<file path="src/rtl/mbe_pkg.sv">
`timescale 1ns / 1ps
package mbe_pkg;

  // Fixed-point format of every coordinate value.
  localparam int FRAC_BITS  = 28;
  localparam int COORD_BITS = 12;

  localparam int VAL_W   = 32;               // coordinate value width
  localparam int PROD_W  = 2 * VAL_W;        // full product width
  localparam int SQ_W    = PROD_W - FRAC_BITS; // a rounded square fits here
  localparam int SUM_W   = PROD_W + 2;       // headroom before saturation
  localparam int ITER_W  = 10;
  localparam int MAG_W   = 31;
  localparam int GEOM_W  = 13;
  localparam int SCALE_W = 31;
  localparam int D_W     = ((COORD_BITS > GEOM_W - 1) ? COORD_BITS : GEOM_W - 1) + 1;

  localparam int CFG_DATA_W = 32;
  localparam int CFG_IDX_W  = 3;

  localparam int IN_DATA_W  = ((2 * COORD_BITS + 7) / 8) * 8;
  localparam int OUT_DATA_W = ((ITER_W + MAG_W + 7) / 8) * 8;

  // Escape threshold |z|^2 > 4 in the fixed-point format.
  localparam logic [PROD_W-1:0] MAG_LIMIT = PROD_W'(4) << FRAC_BITS;

  localparam logic signed [SUM_W-1:0] SAT_MAX = SUM_W'(32'h7FFF_FFFF);
  localparam logic signed [SUM_W-1:0] SAT_MIN = {{(SUM_W - VAL_W + 1){1'b1}},
                                                 {(VAL_W - 1){1'b0}}};

  typedef enum logic [CFG_IDX_W-1:0] {
    CFG_MAX_ITER     = 3'd0,
    CFG_OFFSET_RE    = 3'd1,
    CFG_OFFSET_IM    = 3'd2,
    CFG_SCALE_RE     = 3'd3,
    CFG_SCALE_IM     = 3'd4,
    CFG_IMAGE_WIDTH  = 3'd5,
    CFG_IMAGE_HEIGHT = 3'd6
  } cfg_idx_t;

  typedef struct packed {
    logic [ITER_W-1:0]         max_iter;
    logic signed [VAL_W-1:0]   offset_re;
    logic signed [VAL_W-1:0]   offset_im;
    logic [SCALE_W-1:0]        scale_re;
    logic [SCALE_W-1:0]        scale_im;
    logic [GEOM_W-1:0]         image_width;
    logic [GEOM_W-1:0]         image_height;
  } cfg_t;

  typedef struct packed {
    logic [ITER_W-1:0] iter_count;
    logic              escaped;
    logic [MAG_W-1:0]  last_mag_sq;
  } res_t;

  // Clamp a widened sum to the signed 32-bit range.
  function automatic logic signed [VAL_W-1:0] sat_val(input logic signed [SUM_W-1:0] v);
    logic signed [VAL_W-1:0] r;
    if (v > SAT_MAX) begin
      r = SAT_MAX[VAL_W-1:0];
    end else if (v < SAT_MIN) begin
      r = SAT_MIN[VAL_W-1:0];
    end else begin
      r = v[VAL_W-1:0];
    end
    return r;
  endfunction

endpackage

</file>
<file path="src/rtl/mbe_mul.sv">
`timescale 1ns / 1ps
module mbe_mul
  import mbe_pkg::*;
(
  input  logic                     clk,
  input  logic signed [VAL_W-1:0]  op_a,
  input  logic signed [VAL_W-1:0]  op_b,
  output logic signed [PROD_W-1:0] prod_r
);

  logic signed [PROD_W-1:0] prod_nxt;

  assign prod_nxt = op_a * op_b;

  always_ff @(posedge clk) begin
    prod_r <= prod_nxt;
  end

endmodule

</file>
<file path="src/rtl/mbe_seq.sv">
`timescale 1ns / 1ps
module mbe_seq
  import mbe_pkg::*;
(
  input  logic                  clk,
  input  logic                  rst_n,
  input  cfg_t                  cfg,
  input  logic                  start,
  input  logic [COORD_BITS-1:0] pixel_x,
  input  logic [COORD_BITS-1:0] pixel_y,
  output logic                  idle,
  input  logic                  res_ready,
  output logic                  done,
  output res_t                  res
);

  typedef enum logic [3:0] {
    S_IDLE,
    S_MAP_RE,
    S_MAP_IM,
    S_C_IM,
    S_SQ_X,
    S_SQ_Y,
    S_XY,
    S_UPD,
    S_FIN
  } state_t;

  state_t state_r, state_nxt;

  logic [COORD_BITS-1:0]   px_r, py_r;
  logic signed [VAL_W-1:0] x_r, y_r, cre_r, cim_r;
  logic [SQ_W-1:0]         xx_r, yy_r;
  logic [ITER_W-1:0]       n_r, cnt_r;
  logic [MAG_W-1:0]        last_r;
  logic                    esc_r;

  logic signed [VAL_W-1:0]  op_a, op_b;
  logic signed [PROD_W-1:0] prod_r;
  logic signed [D_W-1:0]    dx, dy;
  logic signed [PROD_W-1:0] sh_sq, sh_xy;
  logic [SQ_W-1:0]          yy_now;
  logic [PROD_W-1:0]        mag;
  logic                     over, at_limit;
  logic signed [SUM_W-1:0]  c_sum, nx_sum, ny_sum;

  mbe_mul u_mul (
    .clk    (clk),
    .op_a   (op_a),
    .op_b   (op_b),
    .prod_r (prod_r)
  );

  // Pixel offsets from the origin at the floor half of the image size.
  assign dx = $signed(D_W'(px_r) - D_W'(cfg.image_width[GEOM_W-1:1]));
  assign dy = $signed(D_W'(py_r) - D_W'(cfg.image_height[GEOM_W-1:1]));

  // Arithmetic right shift rounds toward minus infinity, as required.
  assign sh_sq  = prod_r >>> FRAC_BITS;
  assign sh_xy  = prod_r >>> (FRAC_BITS - 1);
  assign yy_now = sh_sq[SQ_W-1:0];
  assign mag    = PROD_W'(xx_r) + PROD_W'(yy_now);
  assign over     = mag > MAG_LIMIT;
  assign at_limit = n_r >= cfg.max_iter;

  always_comb begin
    op_a = x_r;
    op_b = x_r;
    case (state_r)
      S_MAP_RE: begin
        op_a = {{(VAL_W - D_W){dx[D_W-1]}}, dx};
        op_b = $signed({1'b0, cfg.scale_re});
      end
      S_MAP_IM: begin
        op_a = {{(VAL_W - D_W){dy[D_W-1]}}, dy};
        op_b = $signed({1'b0, cfg.scale_im});
      end
      S_SQ_Y: begin
        op_a = y_r;
        op_b = y_r;
      end
      S_XY: begin
        op_a = x_r;
        op_b = y_r;
      end
      default: begin
        op_a = x_r;
        op_b = x_r;
      end
    endcase
  end

  // The offset add serves both coordinates of c, in S_MAP_IM and S_C_IM; only the offset differs.
  always_comb begin
    if (state_r == S_MAP_IM) begin
      c_sum = SUM_W'(prod_r) + SUM_W'(cfg.offset_re);
    end else begin
      c_sum = SUM_W'(prod_r) + SUM_W'(cfg.offset_im);
    end
  end

  assign nx_sum = $signed(SUM_W'(xx_r)) - $signed(SUM_W'(yy_r)) + SUM_W'(cre_r);
  assign ny_sum = SUM_W'(sh_xy) + SUM_W'(cim_r);

  always_comb begin
    state_nxt = state_r;
    case (state_r)
      S_IDLE:   if (start) state_nxt = S_MAP_RE;
      S_MAP_RE: state_nxt = S_MAP_IM;
      S_MAP_IM: state_nxt = S_C_IM;
      S_C_IM:   state_nxt = S_SQ_Y;
      S_SQ_X:   state_nxt = S_SQ_Y;
      S_SQ_Y:   state_nxt = S_XY;
      S_XY:     state_nxt = (over || at_limit) ? S_FIN : S_UPD;
      S_UPD:    state_nxt = S_SQ_X;
      S_FIN:    if (res_ready) state_nxt = S_IDLE;
      default:  state_nxt = S_IDLE;
    endcase
  end

  always_ff @(posedge clk) begin
    if (!rst_n) begin
      state_r <= S_IDLE;
    end else begin
      state_r <= state_nxt;
    end
    case (state_r)
      S_IDLE: begin
        if (start) begin
          px_r   <= pixel_x;
          py_r   <= pixel_y;
          x_r    <= '0;
          y_r    <= '0;
          n_r    <= '0;
          last_r <= '0;
        end
      end
      S_MAP_IM: cre_r <= sat_val(c_sum);
      S_C_IM:   cim_r <= sat_val(c_sum);
      S_SQ_Y:   xx_r  <= sh_sq[SQ_W-1:0];
      S_XY: begin
        yy_r <= yy_now;
        if (over) begin
          esc_r <= 1'b1;
          cnt_r <= n_r - ITER_W'(1);
        end else if (at_limit) begin
          esc_r <= 1'b0;
          cnt_r <= cfg.max_iter;
        end else begin
          last_r <= mag[MAG_W-1:0];
        end
      end
      S_UPD: begin
        x_r <= sat_val(nx_sum);
        y_r <= sat_val(ny_sum);
        n_r <= n_r + ITER_W'(1);
      end
      default: ;
    endcase
  end

  assign idle = (state_r == S_IDLE);
  assign done = (state_r == S_FIN) && res_ready;

  assign res.iter_count  = cnt_r;
  assign res.escaped     = esc_r;
  assign res.last_mag_sq = last_r;

endmodule

</file>
<file path="src/rtl/mandelbrot_escape_time.sv">
`timescale 1ns / 1ps
// Channel  Direction  Handshake             Payload
// in_      slave      in_tvalid/in_tready   pixel_x, pixel_y
// out_     master     out_tvalid/out_tready iter_count, last_mag_sq; escaped on tuser
// cfg_     write      cfg_we                cfg_addr selects the register, cfg_wdata
//
// An item's time from acceptance to result grows with n, the iterations
// done: one 32x32 multiplier does x*x, y*y and x*y in turn for each
// iteration, after S_MAP_RE, S_MAP_IM and S_C_IM map the pixel to c, and S_XY
// does the last magnitude check before S_FIN hands off to the output register.
// in_tready returns in the cycle after that hand-off, which waits while an unread
// result still sits in the output register. Reset is synchronous; it restores
// the register defaults and drops out_tvalid.
module mandelbrot_escape_time
  import mbe_pkg::*;
(
  input  logic                   clk,
  input  logic                   rst_n,
  input  logic                   in_tvalid,
  output logic                   in_tready,
  input  logic [IN_DATA_W-1:0]   in_tdata,   // pixel_x, pixel_y
  output logic                   out_tvalid,
  input  logic                   out_tready,
  output logic [OUT_DATA_W-1:0]  out_tdata,  // iter_count, last_mag_sq, zero fill
  output logic                   out_tuser,  // escaped
  input  logic                   cfg_we,
  input  logic [CFG_IDX_W-1:0]   cfg_addr,
  input  logic [CFG_DATA_W-1:0]  cfg_wdata
);

  cfg_t cfg_r;
  logic idle, done, res_ready, start;
  res_t res, res_r;
  logic out_valid_r;

  always_ff @(posedge clk) begin
    if (!rst_n) begin
      cfg_r.max_iter     <= ITER_W'(65);
      cfg_r.offset_re    <= '0;
      cfg_r.offset_im    <= '0;
      cfg_r.scale_re     <= SCALE_W'(1048576);
      cfg_r.scale_im     <= SCALE_W'(1398101);
      cfg_r.image_width  <= GEOM_W'(1024);
      cfg_r.image_height <= GEOM_W'(768);
    end else if (cfg_we) begin
      case (cfg_addr)
        CFG_MAX_ITER:     cfg_r.max_iter     <= cfg_wdata[ITER_W-1:0];
        CFG_OFFSET_RE:    cfg_r.offset_re    <= $signed(cfg_wdata[VAL_W-1:0]);
        CFG_OFFSET_IM:    cfg_r.offset_im    <= $signed(cfg_wdata[VAL_W-1:0]);
        CFG_SCALE_RE:     cfg_r.scale_re     <= cfg_wdata[SCALE_W-1:0];
        CFG_SCALE_IM:     cfg_r.scale_im     <= cfg_wdata[SCALE_W-1:0];
        CFG_IMAGE_WIDTH:  cfg_r.image_width  <= cfg_wdata[GEOM_W-1:0];
        CFG_IMAGE_HEIGHT: cfg_r.image_height <= cfg_wdata[GEOM_W-1:0];
        default: ;
      endcase
    end
  end

  assign in_tready = idle;
  assign start     = in_tvalid && idle;
  assign res_ready = !out_valid_r || out_tready;

  mbe_seq u_seq (
    .clk       (clk),
    .rst_n     (rst_n),
    .cfg       (cfg_r),
    .start     (start),
    .pixel_x   (in_tdata[COORD_BITS-1:0]),
    .pixel_y   (in_tdata[2*COORD_BITS-1:COORD_BITS]),
    .idle      (idle),
    .res_ready (res_ready),
    .done      (done),
    .res       (res)
  );

  always_ff @(posedge clk) begin
    if (!rst_n) begin
      out_valid_r <= 1'b0;
    end else if (done) begin
      out_valid_r <= 1'b1;
    end else if (out_tready) begin
      out_valid_r <= 1'b0;
    end
    if (done) begin
      res_r <= res;
    end
  end

  assign out_tvalid = out_valid_r;
  assign out_tdata  = OUT_DATA_W'({res_r.last_mag_sq, res_r.iter_count});
  assign out_tuser  = res_r.escaped;

endmodule

</file>
<file path="config.mk">
export PLATFORM = sky130hd
export DESIGN_NAME = mandelbrot_escape_time
export DESIGN_NICKNAME = d
export VERILOG_FILES = /design/src/rtl/mbe_pkg.sv /design/src/rtl/mbe_mul.sv /design/src/rtl/mbe_seq.sv /design/src/rtl/mandelbrot_escape_time.sv
export SDC_FILE = /design/constraint.sdc
export NUM_CORES = 2
export LEC_CHECK = 0
export ABC_AREA = 1
export BUFFER_PORTS_ARGS = -buffer_cell sky130_fd_sc_hd__buf_4
export CORE_MARGIN = 2
export CORE_UTILIZATION = 65
export CTS_CLUSTER_DIAMETER = 200
export DETAILED_ROUTE_END_ITERATION = 8
export GPL_TIMING_DRIVEN = 0
export HOLD_SLACK_MARGIN = 0.12
export PLACE_DENSITY = 0.82
export SYNTH_ARGS = -nofsm -noshare
export SYNTH_HDL_FRONTEND = slang
export SYNTH_SLANG_ARGS = --single-unit
</file>
<file path="constraint.sdc">
create_clock -name clk -period 17.4 [get_ports clk]
set_input_delay 2.61 -clock clk [delete_from_list [all_inputs] [get_ports clk]]
set_output_delay 2.61 -clock clk [all_outputs]
set_load 0.01 [all_outputs]
</file>
==> metrics.yaml <==
cts_root_buf: "sky130_fd_sc_hd__clkbuf_16"
drtPass1Iterations: 9
syn-instance-count: 9425
clkLatencyLatePin_ns: 0.68
clk_transition_reported_paths_ns: 0.07
rows: 123
finalHoldViolations: 0
cts.sink_count: 547
postSynth.topFlopCell: "sky130_fd_sc_hd__edfxtp_1"
synth.lib_cells_used.distinct: 63
postCtsSetupRepairBufs: 0
hold_start: "u_seq.last_r[11]"
rsz0062_at_grt: "no"
final_nets: 11192
critical_path.most_common_cell: "sky130_fd_sc_hd__fa_1"
timing.fmax_ghz: 0.08190
globalplace.congestion: 1.159
pin_count: 115
synth.cells.most_frequent: "sky130_fd_sc_hd__nand2_1 (2,021), sky130_fd_sc_hd__inv_1 (1,933), sky130_fd_sc_hd__fa_1 (1,089), sky130_fd_sc_hd__nor2_1 (955), sky130_fd_sc_hd__nand3_1 (552)"
tritoncts: "done"
vias: 68499
cts_buffers: 53
crit-reg2reg-launch: "u_seq.state_r[2]"
timing.final.crit_share_pct: 70.17
place.detailed.hpwl_um: 231300
cp.required_ns: 17.96
synth_edf_count: 318
initial_core_util_pct: 65.51
slew_violations: 25
crit-reg2reg-capture: "u_seq.u_mul.prod_r[40]"
cts_buffer_depth: 3
reg2regPathDepth: 32
number_of_global_route_vias_before_repair: 66730
ys_warn_count: 0
drc_violations_left: 9
synth.most_common_cell: "sky130_fd_sc_hd__nand2_1"
pin_count_of_the_biggest_net_entering_global_routing: 46
htree_num_levels: 2
post_dr_wirelength_cell_um: 24.70
worstSetupStartpointType: "flop"
cts_repair_resize_count: 0
max_cap_viols: 4
flow.area_growth_from_synthesis_pct: 6.663
worst_hold_path_type: "reg2reg"
final_layout_size_suffix_gt1_share_pct: 5.439
fp.dieW_um: 340.7
tns_ns: 0
synthesis.area_per_instance_sq_um: 7.820
seq_area_frac_synth_pct: 19.18
grt_antenna_before_repair: 22
path_class: "reg2reg"
placement.io_buffers: 106
vertical_extent_of_the_die_um: 340.7
wp_buf_inv: 9
critical_path_peak_fanout: 41
grt_pass1_wl_um: 410100
antenna_violating_nets_post_route: 0
crit_path_max_incr_delay_ns: 0.97
outcome: "finished with violations"
ctsHoldBuffers: 0
timing.final.crit_period_ns: 12.21
ys_async_sr_fraction_pct: 0
drt_iter0_drc: 9789
wirelength_um: 275800
grtUsageTotal_pct: 47.79
yosysTopAreaCell: "sky130_fd_sc_hd__fa_1"
violations: "design-rule violations, max-capacitance violations, max-slew violations"
reg2reg_setup_slack_ns: 5.19
syn-cell-area_sq_um: 73700
crit_family: "adder cells"
netlist_top_cells_area: "sky130_fd_sc_hd__fa_1 (30%), sky130_fd_sc_hd__edfxtp_1 (13%), sky130_fd_sc_hd__nand2_1 (10%)"
cpMaxStageDelayCell: "sky130_fd_sc_hd__clkbuf_1"
slew_headroom_pct: -8.943
finalSetupViolCount: 0
floorplan.die_area_sq_um: 116100
ys_seq_elements: 547
clock_skew_ns: 0.05827
total_global_routing_overflow: 0
crit_path_end_kind: "flop"
whs_path_depth: 0
vias_per_cell: 6.135
worstHoldEndpoint: "out_tdata[21]"
worst_ep_arrival_time_ns: 12.77
tightestPinTransition_ns: 1.623
core_sq_um: 112500
area_share_of_the_largest_cell_type_after_synthesis_pct: 29.58
==> cell type report <==
type,instances,area (sq um)
diodes,13,32.53
plain buffers,306,1484
clock buffers,60,1373
clock inverters,39,558.0
fillers,9241,33890
inverters,1965,7382
multi-input cells,6613,50780
flip-flops and latches,547,14130
well taps,1500,1877
repair buffers,123,996.0
==> flip-flops by register name (all words and copies together), names as in the netlist, 4 cells and up <==
| register | flops |
|---|---|
| u_seq.last_r | 31 |
| out_tdata | 41 |
| u_seq.state_r | 4 |
| u_seq.u_mul.prod_r | 64 |
| u_seq.cim_r | 32 |
| u_seq.x_r | 32 |
| u_seq.py_r | 12 |
| u_seq.cnt_r | 10 |
| u_seq.xx_r | 36 |
| u_seq.n_r | 10 |
| u_seq.cre_r | 32 |
| u_seq.px_r | 12 |
| u_seq.yy_r | 36 |
| cfg_r | 160 |
| u_seq.y_r | 32 |
==> layout by cell type (no fill, tap or decap), types with 10 or more instances in the layout <==
cell / netlist / routed
sky130_fd_sc_hd__nand3b_1: 15 / 15
sky130_fd_sc_hd__clkbuf_1: 121 / 126
sky130_fd_sc_hd__buf_2: 146 / 147
sky130_fd_sc_hd__ha_1: 430 / 430
sky130_fd_sc_hd__nand2_2: 20 / 20
sky130_fd_sc_hd__dfxtp_1: 229 / 229
sky130_fd_sc_hd__nor3_1: 116 / 114
sky130_fd_sc_hd__inv_1: 1933 / 1933
sky130_fd_sc_hd__nor2_1: 955 / 953
sky130_fd_sc_hd__nand3_1: 552 / 552
sky130_fd_sc_hd__fa_1: 1089 / 1088
sky130_fd_sc_hd__inv_2: 25 / 25
sky130_fd_sc_hd__bufinv_16: 0 / 10
sky130_fd_sc_hd__xor2_1: 139 / 139
sky130_fd_sc_hd__or2_2: 20 / 20
sky130_fd_sc_hd__nand2_1: 2021 / 2021
sky130_fd_sc_hd__a31oi_1: 35 / 35
sky130_fd_sc_hd__a21oi_1: 449 / 449
sky130_fd_sc_hd__o21ai_1: 22 / 23
sky130_fd_sc_hd__a21o_1: 32 / 32
sky130_fd_sc_hd__diode_2: 0 / 13
sky130_fd_sc_hd__o211ai_1: 12 / 12
sky130_fd_sc_hd__o21ai_0: 350 / 345
sky130_fd_sc_hd__o21ai_2: 10 / 13
sky130_fd_sc_hd__o21bai_1: 21 / 21
sky130_fd_sc_hd__clkbuf_16: 0 / 53
sky130_fd_sc_hd__nand4_1: 77 / 77
sky130_fd_sc_hd__nor2_2: 14 / 15
sky130_fd_sc_hd__buf_4: 18 / 130
sky130_fd_sc_hd__nor4_1: 13 / 12
sky130_fd_sc_hd__buf_6: 11 / 15
sky130_fd_sc_hd__o2111ai_1: 30 / 30
sky130_fd_sc_hd__xnor2_1: 87 / 87
sky130_fd_sc_hd__edfxtp_1: 318 / 318
==> layer usage <==
metal	up-vias	routed length, um	share of wire [%]	global-route usage (%)
li1	29425	-	-	-
met1	32601	99260	36	61.85
met2	5185	109400	40	66.26
met3	1264	45700	17	21.71
met4	24	21040	7.6	26.99
met5	-	425	0.15	0.8578
==> how the worst max path moves through the flow <==
stage / startpoint / to / slack [ns] / cells past startpoint
global placement: u_seq.state_r[2] / u_seq.u_mul.prod_r[57] / 5.96 / 28
finish: u_seq.state_r[2] / u_seq.u_mul.prod_r[40] / 5.19 / 32
global route: u_seq.state_r[2] / u_seq.u_mul.prod_r[60] / 5.07 / 31
CTS: u_seq.state_r[2] / u_seq.u_mul.prod_r[57] / 5.70 / 28
detailed placement: u_seq.state_r[2] / u_seq.u_mul.prod_r[57] / 5.76 / 28
floorplan: u_seq.px_r[0] / u_seq.u_mul.prod_r[57] / 8.44 / 35
==> through the flow <==
step           hold slack (ns)  instances  cell area, sq um  util (%)  setup WS [ns]
6_report                0.4193      11166             78610     69.88          5.190
5_1_grt                 0.4241      11153             78580     69.85          5.066
4_1_cts                 0.4198      11151             78560     69.83          5.698
3_5_place_dp            0.4055      11052             76630     68.12          5.758
3_3_place_gp            0.4017      11037             76400     67.91          5.955
2_1_floorplan           0.4003       9431             73730         -          8.436
==> cell families after synthesis <==
| logic type | share of synthesized area [%] |
|---|---|
| AND/OR/NAND/NOR | 21.46 |
| buffers and inverters | 12.03 |
| other | 0.005088 |
| adder cells (fa/ha/maj) | 36.88 |
| flip-flops | 19.18 |
| XOR/XNOR | 2.686 |
| AO/OA/AOI/OAI | 7.761 |
Power is not shown: default switching activity piles up to over one toggle a cycle in this logic, so the estimate is an artifact.
